--- src/sv/bsd_pkg.sv ---
// Package: widths, item types, register codes and state encodings of the block sum decimator.
`default_nettype none

package bsd_pkg;

  localparam int unsigned SAMPLE_W   = 32;
  localparam int unsigned SAMPLE_USE = 32;
  localparam int unsigned FACTOR_W   = 9;
  localparam int unsigned POS_W      = 21;
  localparam int unsigned ACC_W      = 40;
  localparam int unsigned OUT_W      = 48;
  localparam int unsigned FRAC_BITS  = 16;
  localparam int unsigned MAX_FACTOR = 256;
  localparam int unsigned NUM_W      = ACC_W + FRAC_BITS;
  localparam int unsigned CNT_W      = $clog2(NUM_W);
  localparam int unsigned CFG_IDX_W  = 8;
  localparam int unsigned CFG_DATA_W = 32;

  typedef enum logic [CFG_IDX_W-1:0] {
    CFG_DECIM_FACTOR   = 8'd0,
    CFG_START_POSITION = 8'd1,
    CFG_END_POSITION   = 8'd2,
    CFG_AVERAGE_ENABLE = 8'd3
  } cfg_reg_e;

  typedef enum logic [1:0] {
    BK_IDLE,
    BK_DIV,
    BK_ROUND,
    BK_HOLD
  } back_state_e;

  typedef struct packed {
    logic signed [SAMPLE_W-1:0] sample;
    logic                       array_last;
  } in_item_t;

  typedef struct packed {
    logic signed [OUT_W-1:0] bin_value;
    logic                    bin_last;
    logic                    length_error;
  } out_item_t;

  typedef struct packed {
    logic [CFG_IDX_W-1:0]  index;
    logic [CFG_DATA_W-1:0] data;
  } cfg_req_t;

  typedef struct packed {
    logic [FACTOR_W-1:0] factor;
    logic [POS_W-1:0]    start_position;
    logic [POS_W-1:0]    end_position;
    logic                average_enable;
  } bsd_cfg_t;

  typedef struct packed {
    logic signed [ACC_W-1:0] acc;
    logic [FACTOR_W-1:0]     factor;
    logic                    average;
    logic                    bin_last;
    logic                    length_error;
  } bsd_entry_t;

endpackage

`default_nettype wire

--- src/sv/bsd_stream_if.sv ---
// Interface: valid/ready channel carrying one payload per request.
`default_nettype none

interface bsd_stream_if #(
  parameter type payload_t = logic
) ();
  logic     valid;
  logic     ready;
  payload_t payload;

  modport source (output valid, output payload, input ready);
  modport sink   (input valid, input payload, output ready);
endinterface

`default_nettype wire

--- src/sv/bsd_cfg_regs.sv ---
// Configuration register file with factor clamping.
`default_nettype none

module bsd_cfg_regs
  import bsd_pkg::*;
(
  input  wire logic     clk_i,
  input  wire logic     rst_ni,
  bsd_stream_if.sink    cfg_i,
  output bsd_cfg_t      cfg_o
);

  logic [FACTOR_W-1:0] factor_q;
  logic [POS_W-1:0]    start_q;
  logic [POS_W-1:0]    end_q;
  logic                avg_q;
  logic                wr;
  cfg_req_t            req;

  assign cfg_i.ready = 1'b1;
  assign wr  = cfg_i.valid;
  assign req = cfg_i.payload;

  always_ff @(posedge clk_i or negedge rst_ni) begin
    if (!rst_ni) begin
      factor_q <= FACTOR_W'(1);
      start_q  <= POS_W'(1);
      end_q    <= '0;
      avg_q    <= 1'b0;
    end else if (wr) begin
      case (cfg_reg_e'(req.index))
        CFG_DECIM_FACTOR:   factor_q <= req.data[FACTOR_W-1:0];
        CFG_START_POSITION: start_q  <= req.data[POS_W-1:0];
        CFG_END_POSITION:   end_q    <= req.data[POS_W-1:0];
        CFG_AVERAGE_ENABLE: avg_q    <= req.data[0];
        default: ;
      endcase
    end
  end

  always_comb begin
    cfg_o.factor = factor_q;
    if (factor_q == '0) begin
      cfg_o.factor = FACTOR_W'(1);
    end else if (factor_q > FACTOR_W'(MAX_FACTOR)) begin
      cfg_o.factor = FACTOR_W'(MAX_FACTOR);
    end
    cfg_o.start_position = start_q;
    cfg_o.end_position   = end_q;
    cfg_o.average_enable = avg_q;
  end

endmodule

`default_nettype wire

--- src/sv/bsd_front.sv ---
// Front end: window selection, bin accumulation and dump request generation.
`default_nettype none

module bsd_front
  import bsd_pkg::*;
(
  input  wire logic      clk_i,
  input  wire logic      rst_ni,
  bsd_stream_if.sink     in_i,
  input  wire bsd_cfg_t  cfg_i,
  input  wire logic      full_i,
  output logic           push_o,
  output bsd_entry_t     entry_o
);

  localparam logic [POS_W-1:0] POS_MAX = '1;

  logic [POS_W-1:0]    pos_q, pos_d;
  logic [FACTOR_W-1:0] fill_q, fill_d;
  logic [ACC_W-1:0]    acc_q, acc_d;
  logic                done_q, done_d;

  in_item_t            item;
  logic                take;
  logic [POS_W-1:0]    pos_new;
  logic [FACTOR_W-1:0] fill_new;
  logic [ACC_W-1:0]    acc_new;
  logic                kept, closing, dump, err_close, err_empty;

  assign item       = in_i.payload;
  assign in_i.ready = !full_i;
  assign take       = in_i.valid && !full_i;

  always_comb begin
    pos_new  = (pos_q != POS_MAX) ? pos_q + POS_W'(1) : POS_MAX;
    kept     = !done_q && (pos_new >= cfg_i.start_position) &&
               ((cfg_i.end_position == '0) || (pos_new <= cfg_i.end_position));
    acc_new  = acc_q + ACC_W'($signed(item.sample[SAMPLE_USE-1:0]));
    fill_new = fill_q + FACTOR_W'(1);
    closing  = kept && (((cfg_i.end_position != '0) && (pos_new == cfg_i.end_position)) ||
                        item.array_last);
    dump      = kept && (fill_new >= cfg_i.factor);
    err_close = closing && !dump;
    err_empty = item.array_last && !done_q && !kept;

    push_o               = take && (dump || err_close || err_empty);
    entry_o.acc          = acc_new;
    entry_o.factor       = cfg_i.factor;
    entry_o.average      = cfg_i.average_enable;
    entry_o.bin_last     = closing || err_empty;
    entry_o.length_error = err_close || err_empty;

    pos_d  = pos_q;
    fill_d = fill_q;
    acc_d  = acc_q;
    done_d = done_q;
    if (take) begin
      pos_d = pos_new;
      if (kept) begin
        if (dump || closing) begin
          fill_d = '0;
          acc_d  = '0;
        end else begin
          fill_d = fill_new;
          acc_d  = acc_new;
        end
        done_d = done_q || closing;
      end
      if (item.array_last) begin
        pos_d  = '0;
        fill_d = '0;
        acc_d  = '0;
        done_d = 1'b0;
      end
    end
  end

  always_ff @(posedge clk_i or negedge rst_ni) begin
    if (!rst_ni) begin
      pos_q  <= '0;
      fill_q <= '0;
      acc_q  <= '0;
      done_q <= 1'b0;
    end else begin
      pos_q  <= pos_d;
      fill_q <= fill_d;
      acc_q  <= acc_d;
      done_q <= done_d;
    end
  end

endmodule

`default_nettype wire

--- src/sv/bsd_queue.sv ---
// Small FIFO of dump requests between front and back.
`default_nettype none

module bsd_queue
  import bsd_pkg::*;
#(
  parameter int unsigned DEPTH = 4
) (
  input  wire logic       clk_i,
  input  wire logic       rst_ni,
  input  wire logic       push_i,
  input  wire bsd_entry_t entry_i,
  output logic            full_o,
  input  wire logic       pop_i,
  output logic            valid_o,
  output bsd_entry_t      entry_o
);

  localparam int unsigned PTR_W = (DEPTH > 1) ? $clog2(DEPTH) : 1;
  localparam int unsigned CNT_W = $clog2(DEPTH + 1);

  bsd_entry_t       slot_q [DEPTH];
  logic [PTR_W-1:0] wr_q, wr_d, rd_q, rd_d;
  logic [CNT_W-1:0] cnt_q, cnt_d;
  logic             do_push, do_pop;

  assign full_o  = (cnt_q == CNT_W'(DEPTH));
  assign valid_o = (cnt_q != '0);
  assign entry_o = slot_q[rd_q];
  assign do_push = push_i && !full_o;
  assign do_pop  = pop_i && valid_o;

  always_comb begin
    wr_d  = wr_q;
    rd_d  = rd_q;
    cnt_d = cnt_q;
    if (do_push) begin
      wr_d = (wr_q == PTR_W'(DEPTH - 1)) ? '0 : wr_q + PTR_W'(1);
    end
    if (do_pop) begin
      rd_d = (rd_q == PTR_W'(DEPTH - 1)) ? '0 : rd_q + PTR_W'(1);
    end
    if (do_push && !do_pop) begin
      cnt_d = cnt_q + CNT_W'(1);
    end else if (do_pop && !do_push) begin
      cnt_d = cnt_q - CNT_W'(1);
    end
  end

  always_ff @(posedge clk_i) begin
    if (do_push) begin
      slot_q[wr_q] <= entry_i;
    end
  end

  always_ff @(posedge clk_i or negedge rst_ni) begin
    if (!rst_ni) begin
      wr_q  <= '0;
      rd_q  <= '0;
      cnt_q <= '0;
    end else begin
      wr_q  <= wr_d;
      rd_q  <= rd_d;
      cnt_q <= cnt_d;
    end
  end

endmodule

`default_nettype wire

--- src/sv/bsd_back.sv ---
// Back end: bit-serial mean division, rounding, saturation and result register.
`default_nettype none

module bsd_back
  import bsd_pkg::*;
(
  input  wire logic       clk_i,
  input  wire logic       rst_ni,
  input  wire logic       valid_i,
  input  wire bsd_entry_t entry_i,
  output logic            pop_o,
  bsd_stream_if.source    out_o
);

  localparam logic [63:0]  OUT_LIM  = 64'h0000_8000_0000_0000;
  localparam logic [OUT_W:0] MAG_LIM = (OUT_W + 1)'(OUT_LIM);
  localparam logic [OUT_W:0] POS_LIM = (OUT_W + 1)'(OUT_LIM - 64'd1);

  back_state_e         state_q, state_d;
  logic [NUM_W-1:0]    num_q;
  logic [FACTOR_W:0]   rem_q;
  logic [CNT_W-1:0]    cnt_q;
  logic [FACTOR_W-1:0] d_q;
  logic                neg_q;
  logic                last_q;
  out_item_t           res_q;

  logic [FACTOR_W:0]   rem_sh;
  logic                ge;
  logic [ACC_W-1:0]    mag_in;
  logic [63:0]         q_ext;
  logic                sat, round_up;
  logic [OUT_W:0]      mag_w;
  logic [OUT_W-1:0]    value_r;

  always_comb begin
    state_d = state_q;
    case (state_q)
      BK_IDLE: begin
        if (valid_i) begin
          if (entry_i.length_error || !entry_i.average) begin
            state_d = BK_HOLD;
          end else begin
            state_d = BK_DIV;
          end
        end
      end
      BK_DIV:   if (cnt_q == CNT_W'(NUM_W - 1)) state_d = BK_ROUND;
      BK_ROUND: state_d = BK_HOLD;
      BK_HOLD:  if (out_o.ready) state_d = BK_IDLE;
      default:  state_d = BK_IDLE;
    endcase
  end

  always_comb begin
    pop_o         = (state_q == BK_IDLE) && valid_i;
    out_o.valid   = (state_q == BK_HOLD);
    out_o.payload = res_q;
  end

  always_comb begin
    rem_sh   = {rem_q[FACTOR_W-1:0], num_q[NUM_W-1]};
    ge       = (rem_sh >= {1'b0, d_q});
    mag_in   = entry_i.acc[ACC_W-1] ? (~entry_i.acc + ACC_W'(1)) : entry_i.acc;
    q_ext    = 64'(num_q);
    sat      = (q_ext >= OUT_LIM);
    round_up = ({rem_q, 1'b0} >= {2'b00, d_q});
    mag_w    = sat ? MAG_LIM : (OUT_W + 1)'(q_ext) + (OUT_W + 1)'(round_up);
    if (neg_q) begin
      value_r = ~mag_w[OUT_W-1:0] + OUT_W'(1);
    end else if (mag_w > POS_LIM) begin
      value_r = POS_LIM[OUT_W-1:0];
    end else begin
      value_r = mag_w[OUT_W-1:0];
    end
  end

  always_ff @(posedge clk_i) begin
    case (state_q)
      BK_IDLE: begin
        if (valid_i) begin
          d_q    <= entry_i.factor;
          last_q <= entry_i.bin_last;
          neg_q  <= entry_i.acc[ACC_W-1];
          num_q  <= {mag_in, {FRAC_BITS{1'b0}}};
          rem_q  <= '0;
          cnt_q  <= '0;
          res_q.bin_last     <= entry_i.bin_last;
          res_q.length_error <= entry_i.length_error;
          if (entry_i.length_error) begin
            res_q.bin_value <= '0;
          end else begin
            res_q.bin_value <= OUT_W'(entry_i.acc);
          end
        end
      end
      BK_DIV: begin
        rem_q <= ge ? rem_sh - {1'b0, d_q} : rem_sh;
        num_q <= {num_q[NUM_W-2:0], ge};
        cnt_q <= cnt_q + CNT_W'(1);
      end
      BK_ROUND: begin
        res_q.bin_value    <= value_r;
        res_q.bin_last     <= last_q;
        res_q.length_error <= 1'b0;
      end
      default: ;
    endcase
  end

  always_ff @(posedge clk_i or negedge rst_ni) begin
    if (!rst_ni) begin
      state_q <= BK_IDLE;
    end else begin
      state_q <= state_d;
    end
  end

endmodule

`default_nettype wire

--- src/sv/block_sum_decimator_top.sv ---
// Top level: boxcar decimator over a selected window of a streamed array.
//
//  channel  modport  payload     request meaning
//  in_i     sink     in_item_t   one array element with last mark
//  out_o    source   out_item_t  one bin sum, mean or length error
//  cfg_i    sink     cfg_req_t   register write (index, data)
//
// Front takes one element per cycle while the dump queue has room.
// A sum or error result goes straight from idle to the hold state in the back; a mean
// first passes through the one-bit-a-cycle divider and the rounding state.
// Reset clears position, open bin, queue and back state; config returns to defaults.
// A stalled output fills the queue, after which the front deasserts ready.
`default_nettype none

module block_sum_decimator_top
  import bsd_pkg::*;
#(
  parameter int unsigned QUEUE_DEPTH = 4
) (
  input  wire logic    clk_i,
  input  wire logic    rst_ni,
  bsd_stream_if.sink   in_i,
  bsd_stream_if.source out_o,
  bsd_stream_if.sink   cfg_i
);

  bsd_cfg_t   cfg;
  logic       push, full, pop, q_valid;
  bsd_entry_t push_entry, head_entry;

  bsd_cfg_regs u_cfg (
    .clk_i  (clk_i),
    .rst_ni (rst_ni),
    .cfg_i  (cfg_i),
    .cfg_o  (cfg)
  );

  bsd_front u_front (
    .clk_i   (clk_i),
    .rst_ni  (rst_ni),
    .in_i    (in_i),
    .cfg_i   (cfg),
    .full_i  (full),
    .push_o  (push),
    .entry_o (push_entry)
  );

  bsd_queue #(
    .DEPTH (QUEUE_DEPTH)
  ) u_queue (
    .clk_i   (clk_i),
    .rst_ni  (rst_ni),
    .push_i  (push),
    .entry_i (push_entry),
    .full_o  (full),
    .pop_i   (pop),
    .valid_o (q_valid),
    .entry_o (head_entry)
  );

  bsd_back u_back (
    .clk_i   (clk_i),
    .rst_ni  (rst_ni),
    .valid_i (q_valid),
    .entry_i (head_entry),
    .pop_o   (pop),
    .out_o   (out_o)
  );

endmodule

`default_nettype wire
--- src/flat_wrapper.sv ---
// flat-port wrapper written by rule: the top's interface ports become plain ports
module block_sum_decimator_top_flat import bsd_pkg::*;
#(
  parameter int unsigned QUEUE_DEPTH = 4
)
  (clk_i, rst_ni, in_i_valid, in_i_payload, in_i_ready, out_o_valid, out_o_payload, out_o_ready, cfg_i_valid, cfg_i_payload, cfg_i_ready);
  bsd_stream_if in_i_i ();
  bsd_stream_if out_o_i ();
  bsd_stream_if cfg_i_i ();
  input  wire logic clk_i;
  input  wire logic rst_ni;
  input wire logic [$bits(in_i_i.valid)-1:0] in_i_valid;
  input wire logic [$bits(in_i_i.payload)-1:0] in_i_payload;
  output wire logic [$bits(in_i_i.ready)-1:0] in_i_ready;
  output wire logic [$bits(out_o_i.valid)-1:0] out_o_valid;
  output wire logic [$bits(out_o_i.payload)-1:0] out_o_payload;
  input wire logic [$bits(out_o_i.ready)-1:0] out_o_ready;
  input wire logic [$bits(cfg_i_i.valid)-1:0] cfg_i_valid;
  input wire logic [$bits(cfg_i_i.payload)-1:0] cfg_i_payload;
  output wire logic [$bits(cfg_i_i.ready)-1:0] cfg_i_ready;
  assign in_i_i.valid = in_i_valid;
  assign in_i_i.payload = in_i_payload;
  assign in_i_ready = in_i_i.ready;
  assign out_o_valid = out_o_i.valid;
  assign out_o_payload = out_o_i.payload;
  assign out_o_i.ready = out_o_ready;
  assign cfg_i_i.valid = cfg_i_valid;
  assign cfg_i_i.payload = cfg_i_payload;
  assign cfg_i_ready = cfg_i_i.ready;
  block_sum_decimator_top #(.QUEUE_DEPTH(QUEUE_DEPTH)) u_core (.clk_i(clk_i), .rst_ni(rst_ni), .in_i(in_i_i), .out_o(out_o_i), .cfg_i(cfg_i_i));
endmodule
--- config.mk ---
export PLATFORM = sky130hd
export DESIGN_NAME = block_sum_decimator_top_flat
export DESIGN_NICKNAME = d
export VERILOG_FILES = /design/src/sv/bsd_pkg.sv /design/src/sv/bsd_stream_if.sv /design/src/sv/bsd_cfg_regs.sv /design/src/sv/bsd_front.sv /design/src/sv/bsd_queue.sv /design/src/sv/bsd_back.sv /design/src/sv/block_sum_decimator_top.sv /design/src/flat_wrapper.sv
export SDC_FILE = /design/constraint.sdc
export NUM_CORES = 1
export LEC_CHECK = 0
export ABC_AREA = 1
export ABC_CLOCK_PERIOD_IN_PS = 3300
export BUFFER_PORTS_ARGS = -buffer_cell sky130_fd_sc_hd__buf_2
export CORE_UTILIZATION = 60
export CTS_BUF_LIST = sky130_fd_sc_hd__clkbuf_2
export DETAILED_ROUTE_END_ITERATION = 10
export PLACE_DENSITY = 0.78
export SLEW_MARGIN = 20
export SYNTH_ARGS = -nofsm -noshare
export SYNTH_HDL_FRONTEND = slang
export SYNTH_SLANG_ARGS = --single-unit
export TNS_END_PERCENT = 30
--- constraint.sdc ---
create_clock -name clk_i -period 3.3 [get_ports clk_i]
set_clock_uncertainty 0.2 [all_clocks]
set_input_delay 0.495 -clock clk_i [delete_from_list [all_inputs] [get_ports clk_i]]
set_output_delay 0.495 -clock clk_i [all_outputs]
set_load 0.005 [all_outputs]
==> Word level (Yosys, flattened, before mapping) <==
Memory sizes are Yosys's and may differ from the RTL's.
Index checks and enable logic that the tools add are counted.
{ "totals": {"regBits": 88, "mem_bits_rw": 204, "in_bits": 7, "out_inout_bits": 4, "wordCells": 100, "mem_count": 1} }
{ "mem_list": {"columns": ["name", "words", "width", "read_ports", "rd_ports_with_merged_regs", "wr", "line", "text"], "rows": [
  ["u_core.u_queue.slot_q", 4, 51, 1, 0, 1, "bsd_queue.sv:22", "bsd_entry_t slot_q [DEPTH];"]
]} }
{ "op_classes": {"n_addsub": 7, "magnitude_cmp": 3, "eq_ne": 11, "muxes": 27, "n_reduce_logical": 40} }
{ "ops": {"columns": ["operator", "count"], "rows": [
  ["$mux 40", 3],
  ["$mux 9", 5],
  ["$mux 21", 2],
  ["$add 21x1->21 const B", 1],
  ["$ge 21x1->1 const B", 1],
  ["$ne 21x21->1 const B", 1],
  ["$logic_and 1x1->1", 13],
  ["$mux 2", 6],
  ["$pmux 6 s2", 1],
  ["$reduce_bool 2->1", 5],
  ["$add 9x1->9 const B", 1],
  ["$ge 9x9->1", 1],
  ["$gt 1x9->1 const B", 1],
  ["$logic_not 9->1", 1],
  ["$eq 2x2->1 const B", 4],
  ["$pmux 2 s4", 1],
  ["$logic_or 1x1->1", 7],
  ["$add 6x1->6 const B", 1],
  ["$eq 6x6->1 const B", 1],
  ["$logic_not 1->1", 6],
  ["$mux 3", 2],
  ["$mux 6", 1],
  ["$reduce_and 2->1", 3],
  ["$reduce_and 3->1", 2],
  ["12 further kinds", 18]
]} }

==> Logic depth before layout (Yosys ltp) <==
Gate-level depths: netlist (run 1).
{ "logic_depth": {"ltp_word": 15, "depth_mapped": 22, "depth_no_buf": 22} }

==> Hierarchy <==
A second synthesis (run 1) with hierarchy kept.
{ "hier_totals": {"hier_cells": 1389, "hier_area_um2": 13588.0} }
{ "modules_own_cells": {"columns": ["module", "instances", "cells_each", "area_per_inst_um2", "seq_area_each_um2"], "rows": [
  ["bsd_queue", 1, 666, 8638.3, 6421.2],
  ["bsd_front", 1, 602, 4003.8, 775.7],
  ["bsd_back", 1, 66, 540.5, 260.2],
  ["bsd_cfg_regs", 1, 55, 405.4, 0.0]
]} }

==> Worst setup path after synthesis (run 1) <==
Ideal clock, no wire load.
{ "synth_timing": {"kind": "register to register", "from": "reg u_core.u_front.pos_q[0]", "to": "reg u_core.u_queue.cnt_q[1]", "setup_ns": 0.125, "arrival_time_ns": 2.700, "required_time_ns": 2.975, "slack_ns": 0.275, "path_stages_with_launch": 19, "path_buffers": 0, "period_less_slack_ns": 3.025, "cell_sequence": "dfrtp_1 ha_1 nand2_2 nor2_4 nand2_4 nor2_4 nand2_4 nand2_1 nor3_1 nor2_2 nand3_2 nand3_2 nand2_4 nand2_4 inv_1 ha_1 inv_1 fa_1 mux2_2"} }
{ "synth_via": {"elab_cells_between_ends": 20, "classes_between": "add/sub (1); order compare (1); eq/ne (1); mux (2); reduce/logical (15)"} }
{ "synth_rtl": {"columns": ["element", "line", "text"], "rows": [
  ["start: declaration", "bsd_front.sv:18", "logic [POS_W-1:0] pos_q, pos_d;"],
  ["start signal: assignment", "bsd_front.sv:85", "pos_q <= pos_d;"],
  ["$add 21x1->21 / $ne 21x21->1 (equally long branches)", "bsd_front.sv:35", "pos_new = (pos_q != POS_MAX) ? pos_q + POS_W'(1) : POS_MAX;"],
  ["$mux 21 *", "bsd_front.sv:35", null],
  ["$ge 21x1->1 *", "bsd_front.sv:36", "kept = !done_q && (pos_new >= cfg_i.start_position) &&"],
  ["$logic_and 1x1->1 *", "bsd_front.sv:36", null],
  ["$logic_and 1x1->1", "bsd_front.sv:42", "dump = kept && (fill_new >= cfg_i.factor);"],
  ["$logic_not 1->1", "bsd_front.sv:43", "err_close = closing && !dump;"],
  ["$logic_and 1x1->1", "bsd_front.sv:43", null],
  ["$logic_or 1x1->1", "bsd_front.sv:46", "push_o = take && (dump || err_close || err_empty);"],
  ["$logic_or 1x1->1 *", "bsd_front.sv:46", null],
  ["$logic_and 1x1->1 *", "bsd_front.sv:46", null],
  ["$logic_and 1x1->1 *", "bsd_queue.sv:30", "assign do_push = push_i && !full_o;"],
  ["net u_core.u_queue.do_push", "bsd_queue.sv:25", "logic do_push, do_pop;"],
  ["$logic_and 1x1->1 *", "bsd_queue.sv:43", "if (do_push && !do_pop) begin"],
  ["$mux 3 *", "bsd_queue.sv:43", null],
  ["net u_core.u_queue.cnt_d[1]", "bsd_queue.sv:24", "logic [CNT_W-1:0] cnt_q, cnt_d;"],
  ["end signal: assignment", "bsd_queue.sv:64", "cnt_q <= cnt_d;"],
  ["end: declaration", "bsd_queue.sv:24", null]
]} }
Mark *: on every way through the listed nets, which the timed path passes. The rest lies on a longest branch.
A chain may end at the register's enable or synchronous reset.

==> Worst setup path after layout (run 1) <==
{ "layout_timing": {"from": "reg u_core.u_front.pos_q[1]", "to": "reg u_core.u_queue.cnt_q[2]"} }
{ "layout_via": {"elab_chain_cells": 14, "elab_cells_between_ends": 20, "classes_between": "add/sub (1); order compare (1); eq/ne (1); mux (2); reduce/logical (15)"} }
{ "layout_lines": {"columns": ["element", "line", "text"], "rows": [
  ["$add 21x1->21 / $ne 21x21->1 (equally long branches)", "bsd_front.sv:35", null],
  ["$mux 21 *", "bsd_front.sv:35", null],
  ["$ge 21x1->1 *", "bsd_front.sv:36", null],
  ["$logic_and 1x1->1 *", "bsd_front.sv:36", null],
  ["$logic_and 1x1->1", "bsd_front.sv:42", null],
  ["$logic_not 1->1", "bsd_front.sv:43", null],
  ["$logic_and 1x1->1", "bsd_front.sv:43", null],
  ["$logic_or 1x1->1", "bsd_front.sv:46", null],
  ["$logic_or 1x1->1 *", "bsd_front.sv:46", null],
  ["$logic_and 1x1->1 *", "bsd_front.sv:46", null],
  ["$logic_and 1x1->1 *", "bsd_queue.sv:30", null],
  ["net u_core.u_queue.do_push", "bsd_queue.sv:25", null],
  ["$logic_not 1->1", "bsd_queue.sv:45", "end else if (do_pop && !do_push) begin"],
  ["$logic_and 1x1->1", "bsd_queue.sv:45", null],
  ["$reduce_bool 2->1 (no line)", null, null]
]} }
Marked as above.

==> flow_summary.toml, run 1 <==
[status]
status = "finished, final reports clean"

[detailed_routing]
drt-pass1-iter-count = 5
drt_iter0_markers = 158
viasPerCell = 5.450
vias = 2654
wl_per_cell_microns = 13.63
routed_wl_mm = 6.637
ant_nets = 0
drc = 0

[die]
initial_utilization_pct = 63.38
die_h_microns = 73.33
die_x_microns = 73.33
rows = 25
dieArea_sq_mm = 0.005377
num_io_pins = 11
coreArea_sq_mm = 0.004817

[setup_path]
cp_cell_sequence = "ha_4, nand2_4, nor2_4, nand2_4, nor2_4, nand2_4, nand2_1, nor2_2, nand2_2, nor2_2, nand3_2, nand3_2, nand2_4, nand2_4, inv_4, ha_4, inv_4, fa_2, a21oi_2, o21ai_2, xnor2_1"
rr_worst_depth = 21
crit_family = "simple AND/OR/NAND/NOR gates"
cp_common_cell = "nand2_4"
path_max_fanout = 6
worst-path-buf-inv = 2
cp.depth = 21
end_kind = "flip-flop"
cpPeakStageDelay_ns = 0.49
arrival_ns = 3.48
worst_ep_required_time_ns = 3.48
crit_type = "flip-flop to flip-flop"
slowest_stage = "dfrtp_1"
start_kind = "flip-flop"

[timing]
worst_pin_slew_ns = 0.9051
final.setup.tns_ns = 0
fmax_mhz = 303.4
slew_headroom_pct = 39.66
rsz0062_at_grt = "true"
setup_viol = 0
fin_crit_sh_pct = 99.87
hold_viol_final = 0
slew_viol_final = 0
min_period_ns = 3.296

[layout]
fin_util_pct = 71.74
fin_nets = 437
final_cell_mix = "nand2_1, nor2_1, inv_1"
drive_above_1_share_pct = 18.33
antenna_cells = 0
layout_commonest_cell = "nand2_1"
final_cell_area_sq_mm = 0.003456
areaGrowthSynthToFinish_pct = 13.20
stdcell_count = 487

[global_routing]
use_met2_pct = 46.19
grt-ovfl-total = 0
grt_max_degree = 41
top_usage_layer = "met2"
grt_pass1_wl_mm = 10.33
use_met1_pct = 29.69
grtUsageMet3_pct = 4.390
grt_pass1_vias = 2507
grt_usage_pct = 25.13
antenna_found_initial = 0

[clocking]
clock_path_buffers = 2
clk_pin_slew_ns = 0.27
root_buffer = "clkbuf_2"
cts_buffers = 5
clk_latency_ns = 0.44
cts-htree-levels = 2
cts_tree = "done"
clkSinkCount = 51

[logic_synthesis]
synth.avg_cell_area_sq_um = 7.709
async_flop_share_pct = 78.43
syn_area_sq_mm = 0.003053
ys.flop_type = "dfrtp_1"
synthCells = 396
yosys_register_bits = 51
yosysUniqueCellTypes = 35
synth_edf_count = 11
yosysSeqAreaShare_pct = 43.61
syn_nets = 414
yosys_warnings = 0

[placed_design]
routabilityCongestion = 0.9027
placed_cell_area_sq_mm = 0.003176
portBuffers = 7
dp.cells = 468
dp_hpwl_mm = 4.436

[job]
cap_violations = 0

[power]
ir_drop_mv = 0.2923
p_leak_nw = 1.634
power_density_mw_per_mm2 = 576.3

[worst_hold_path]
hp-class = "input port to flip-flop"
whs_path_depth = 4
## logic make-up after synthesis
family | synth area share, %
mux | 0.3688
buf+inv | 7.623
simple gates | 30.25
flops | 43.61
other cells | 0.1228
compound gates | 9.836
xor+xnor | 3.443
fa+ha+maj | 4.754
## synth_stat cells (2+ instances only)
library cell | count | share of area, %
edfxtp_1 | 11 | 11
nand4_1 | 3 | 0.61
a21oi_1 | 18 | 3.0
inv_2 | 3 | 0.37
dfrtp_1 | 40 | 33
clkbuf_1 | 4 | 0.49
nor2_1 | 61 | 7.5
nand3_1 | 21 | 3.4
nor4_1 | 3 | 0.61
nor2_2 | 7 | 1.4
nand2_4 | 5 | 1.8
xnor2_1 | 3 | 0.86
inv_1 | 51 | 6.3
nand3_2 | 2 | 0.66
nand2_1 | 87 | 11
o22ai_1 | 14 | 2.9
o21ai_1 | 3 | 0.49
xor2_1 | 9 | 2.6
o21bai_1 | 2 | 0.49
a21boi_1 | 2 | 0.49
nor2_4 | 2 | 0.74
o21ai_0 | 12 | 2.0
ha_1 | 10 | 4.1
nand2_2 | 3 | 0.61
nor3_1 | 10 | 1.6
## final timing paths
check	startpoint	endpoint	slack (ns)
min reg2reg	u_core.u_queue.wr_q[1]	u_core.u_queue.wr_q[1]	0.36
max	u_core.u_front.pos_q[1]	u_core.u_queue.cnt_q[2]	0.004
max reg2reg	u_core.u_front.pos_q[1]	u_core.u_queue.cnt_q[2]	0.004
min	in_i_payload	u_core.u_front.pos_q[7]	0.21
min in group asynchronous	rst_ni	u_core.u_front.pos_q[6]	0.46
max in group asynchronous	rst_ni	u_core.u_front.pos_q[7]	1.80
## registers in the layout (all words and copies together) (netlist names)
signal and count:
u_core.u_queue.cnt_q 3, u_core.u_front.pos_q 21, u_core.u_front.done_q 1, u_core.u_queue.rd_q 2
u_core.u_back.state_q 2, u_core.u_front.fill_q 9, u_core.u_queue.wr_q 2, u_core.u_back.out_o.payload 1
u_core.u_queue.slot_q 4, u_core.u_back.cnt_q 6
## stage by stage
| stage | power, mW | setup WS (ns) | hold WS [ns] |
|---|---|---|---|
| after CTS | 1.874 | 0.02315 | 0.01726 |
| after floorplan | 1.362 | 0.2753 | -0.0005910 |
| final | 1.992 | 0.004266 | 0.2120 |
| after global routing | 2.139 | -0.1309 | 0.1786 |
| after detailed placement | 1.544 | 0.06986 | 0.3183 |
| after global placement | 1.504 | 0.1552 | 0.2903 |
## metal layers
metal | part of all wire [%] | vias up
met5 | 0 | -
met4 | 1.5 | 0
met3 | 3.6 | 13
met2 | 52 | 53
met1 | 43 | 1255
li1 | - | 1333
## tightest hold or removal path, stage by stage
cell	delay, ns
buf_2	0.09
inv_1	0.11
nand3_1	0.11
nand2_1	0.04
## what timing repair did
| action | CTS | global route |
|---|---|---|
| hold buffers | 1 | 1 |
| hold endpoints to repair | 40 | 1 |
| setup buffers | 0 | 8 |
| setup endpoints to repair | 0 | 2 |
| resized for setup | 0 | 37 |
## where the power goes
part,internal (mW),switching [mW],total (mW),leakage [nW]
sequential,0.799,0.112,0.912,0.643
combinational,0.304,0.445,0.749,0.948
clock,0.135,0.196,0.331,0.0432
## layout make-up
class / instances / area (sq um)
clock buffer: 7 / 35.03
clock inverter: 1 / 30.03
fill: 408 / 1361
inverter: 55 / 211.5
multi-input combinational: 285 / 1614
sequential: 51 / 1333
tap: 67 / 83.83
timing repair buffer: 21 / 148.9
No activity file was read; power rests on OpenSTA's default activity.
==> run 2, diff against run 1 <==
--- a/config.mk
+++ b/config.mk
@@ -5,13 +5,12 @@
 export SDC_FILE = /design/constraint.sdc
 export NUM_CORES = 1
 export LEC_CHECK = 0
-export ABC_AREA = 1
 export ABC_CLOCK_PERIOD_IN_PS = 3300
 export BUFFER_PORTS_ARGS = -buffer_cell sky130_fd_sc_hd__buf_2
-export CORE_UTILIZATION = 60
+export CORE_UTILIZATION = 64
 export CTS_BUF_LIST = sky130_fd_sc_hd__clkbuf_2
 export DETAILED_ROUTE_END_ITERATION = 10
-export PLACE_DENSITY = 0.78
+export PLACE_DENSITY = 0.82
 export SLEW_MARGIN = 20
 export SYNTH_ARGS = -nofsm -noshare
 export SYNTH_HDL_FRONTEND = slang
==> flow_summary.toml, run 2 <==
[status]
status = "finished, final reports clean"

[logic_synthesis]
syn_area_sq_mm = 0.003060
synth.avg_cell_area_sq_um = 9.534
yosys_warnings = 0
ys.flop_type = "dfrtp_1"
netlist_top_cells_count = "dfrtp_1, nor2_1, a21oi_1, nand3_1, and3_1"
synthCells = 321
async_flop_share_pct = 78.43
yosysSeqAreaShare_pct = 43.50
syn_nets = 339
synth_edf_count = 11
yosys_register_bits = 51
yosys-top-cells-area = "dfrtp_1, edfxtp_1, a21oi_1"
yosysMostFrequentCell = "dfrtp_1"
synth_top_area_cell = "dfrtp_1"
synth_top_cell_area_share_pct = 32.71
yosysUniqueCellTypes = 51

[setup_path]
path_max_fanout = 5
start_kind = "flip-flop"
crit_type = "flip-flop to flip-flop"
crit_family = "simple AND/OR/NAND/NOR gates"
reg2reg_to = "u_core.u_queue.cnt_q[1]"
cp_cell_sequence = "ha_4, and4_4, buf_6, nand4_1, mux2i_2, nor4_2, nand4_1, o21ai_4, a21boi_2, ha_2, inv_2, fa_1, mux2_2"
rrSetupSlack_ns = 0.07
worst-path-buf-inv = 2
arrival_ns = 3.42
cpPeakStageDelay_ns = 0.46
cp_common_cell = "nand4_1"
reg2reg_from = "u_core.u_front.pos_q[1]"
worst_ep_required_time_ns = 3.49
cp.depth = 13
rr_worst_depth = 13
end_kind = "flip-flop"
slowest_stage = "dfrtp_1"

[die]
initial_utilization_pct = 68.40
rows = 24
dieArea_sq_mm = 0.005062
die_h_microns = 71.15
die_x_microns = 71.15
num_io_pins = 11
coreArea_sq_mm = 0.004474

[power]
p_sw_share_pct = 37.66
p_leak_nw = 1.551
p_int_mw = 1.201
seqPwrFrac_pct = 48.8
ir_drop_mv = 0.3662
power_frac_clock_pct = 13.5
power_density_mw_per_mm2 = 564.6
switchingPower_mw = 0.7255
p_comb_share_pct = 37.7

[timing]
worst_pin_slew_ns = 0.8961
hold_viol_final = 0
min_period_ns = 3.232
slew_viol_final = 0
rsz0062_at_grt = "true"
slew_headroom_pct = 40.26
setup_viol = 0
fin_crit_sh_pct = 97.95
fmax_mhz = 309.4

[detailed_routing]
wl_per_cell_microns = 16.91
viasPerCell = 6.549
vias = 2613
routed_wl_mm = 6.747
ant_nets = 0
drt-pass1-iter-count = 6
drc = 0
drt_iter0_markers = 131

[job]
cap_violations = 0

[placed_design]
dp_hpwl_mm = 4.619
portBuffers = 7
dp.cells = 384
routabilityCongestion = 0.8941

[global_routing]
grt_max_degree = 41
use_met2_pct = 46.24
use_met1_pct = 37.08
grt_pass1_wl_mm = 11.01
antenna_found_initial = 0
grt_usage_pct = 28.23
grt_pass1_vias = 2407
top_usage_layer = "met2"
grtUsageMet3_pct = 6.268
grt-ovfl-total = 0

[layout]
largest_reg_flops = 21
seq_area_sq_mm = 0.001335
multiInputGateArea_sq_mm = 0.001642
drive_above_1_share_pct = 20.17
regMostFlops = "u_core.u_front.pos_q"
fin_nets = 364
fillers = 320
antenna_cells = 0
stdcell_count = 399
largestRegisters = "u_core.u_front.pos_q x21, u_core.u_front.fill_q x9, u_core.u_back.cnt_q x6"
areaGrowthSynthToFinish_pct = 11.49
layout_commonest_cell = "dfrtp_1"
final_cell_mix = "dfrtp_1, nor2_1, buf_4"
fin_util_pct = 76.26

[clocking]
cts_tree = "done"
clkSinkCount = 51
clock_path_buffers = 2
clk_latency_ns = 0.47
cts-htree-levels = 2
root_buffer = "clkbuf_2"
cts_buffers = 5
clk_pin_slew_ns = 0.27

[worst_hold_path]
whs_path_depth = 2
hp-class = "input port to flip-flop"
min_to = "u_core.u_front.pos_q[1]"
hold_start = "in_i_payload"
[run 2: changes by cell type in the layout (fill, tap and decap cells not counted), moves of 12 or more]
cell | previous run | this run
buf_4 | 11 | 30
o22ai_1 | 14 | 1
a21oi_1 | 17 | 29
inv_1 | 49 | 8
nor2_1 | 55 | 31
and3_1 | 1 | 18
nand2_1 | 81 | 17
[run 2: kinds of logic after synthesis]
| family | share of synthesized area, % |
|---|---|
| AOI/OAI and AO/OA | 17.66 |
| xor gates and xnor gates | 4.293 |
| adders and majority gates | 4.742 |
| buffers and inverters | 4.783 |
| DFF | 43.50 |
| muxes | 3.107 |
| other | 0.1225 |
| and+or+nand+nor | 21.79 |
[run 2: power groups by stage]
stage	logic, mW	clock network (mW)	registers, mW
6_report	0.727	0.260	0.940
5_1_grt	0.817	0.284	0.959
4_1_cts	0.691	0.261	0.937
3_5_place_dp	0.685	0	0.950
3_3_place_gp	0.647	0	0.939
2_1_floorplan	0.516	0	0.915
[run 2: final cells by class]
class,instances,share of cell area [%]
timing repair buffer,40,8.544
sequential,51,39.13
clock buffer,5,0.7334
inverter,9,0.9901
clock inverter,3,0.5867
tap,52,1.907
multi-input combinational,239,48.11
[run 2: how the worst max path moves through the flow]
stage,from,to
global placement,u_core.u_front.pos_q[1],u_core.u_queue.cnt_q[1]
detailed placement,u_core.u_front.pos_q[1],u_core.u_queue.cnt_q[1]
global route,u_core.u_front.pos_q[1],u_core.u_queue.cnt_q[1]
finish,u_core.u_front.pos_q[1],u_core.u_queue.cnt_q[1]
floorplan,u_core.u_front.pos_q[1],u_core.u_queue.cnt_q[1]
CTS,u_core.u_front.pos_q[1],u_core.u_queue.cnt_q[1]
[run 2: metrics by stage]
| step | cell area [sq um] | hold WS (ns) | setup TNS, ns | setup WS [ns] | power, mW |
|---|---|---|---|---|---|
| 2_1_floorplan | 3087 | -0.0005910 | -0.01353 | -0.01353 | 1.431 |
| 3_3_place_gp | 3259 | 0.3041 | 0 | 0.08114 | 1.586 |
| 3_5_place_dp | 3259 | 0.3145 | 0 | 0.009042 | 1.635 |
| 4_1_cts | 3324 | 0.3283 | 0 | 0.008518 | 1.889 |
| 5_1_grt | 3412 | 0.3534 | -0.08514 | -0.05205 | 2.060 |
| 6_report | 3412 | 0.3469 | 0 | 0.06758 | 1.926 |
[run 2: repair_timing]
item,4_1_cts,5_1_grt
hold endpoints to repair,42,0
gates resized for setup,0,16
buffers inserted,0,5
setup endpoints to repair,0,2
hold buffers,2,0
[run 2: layer usage]
metal,vias to the layer above,wire length [microns]
li1,1246,-
met1,1245,2919
met2,100,3260
met3,22,402
met4,0,164
met5,-,0
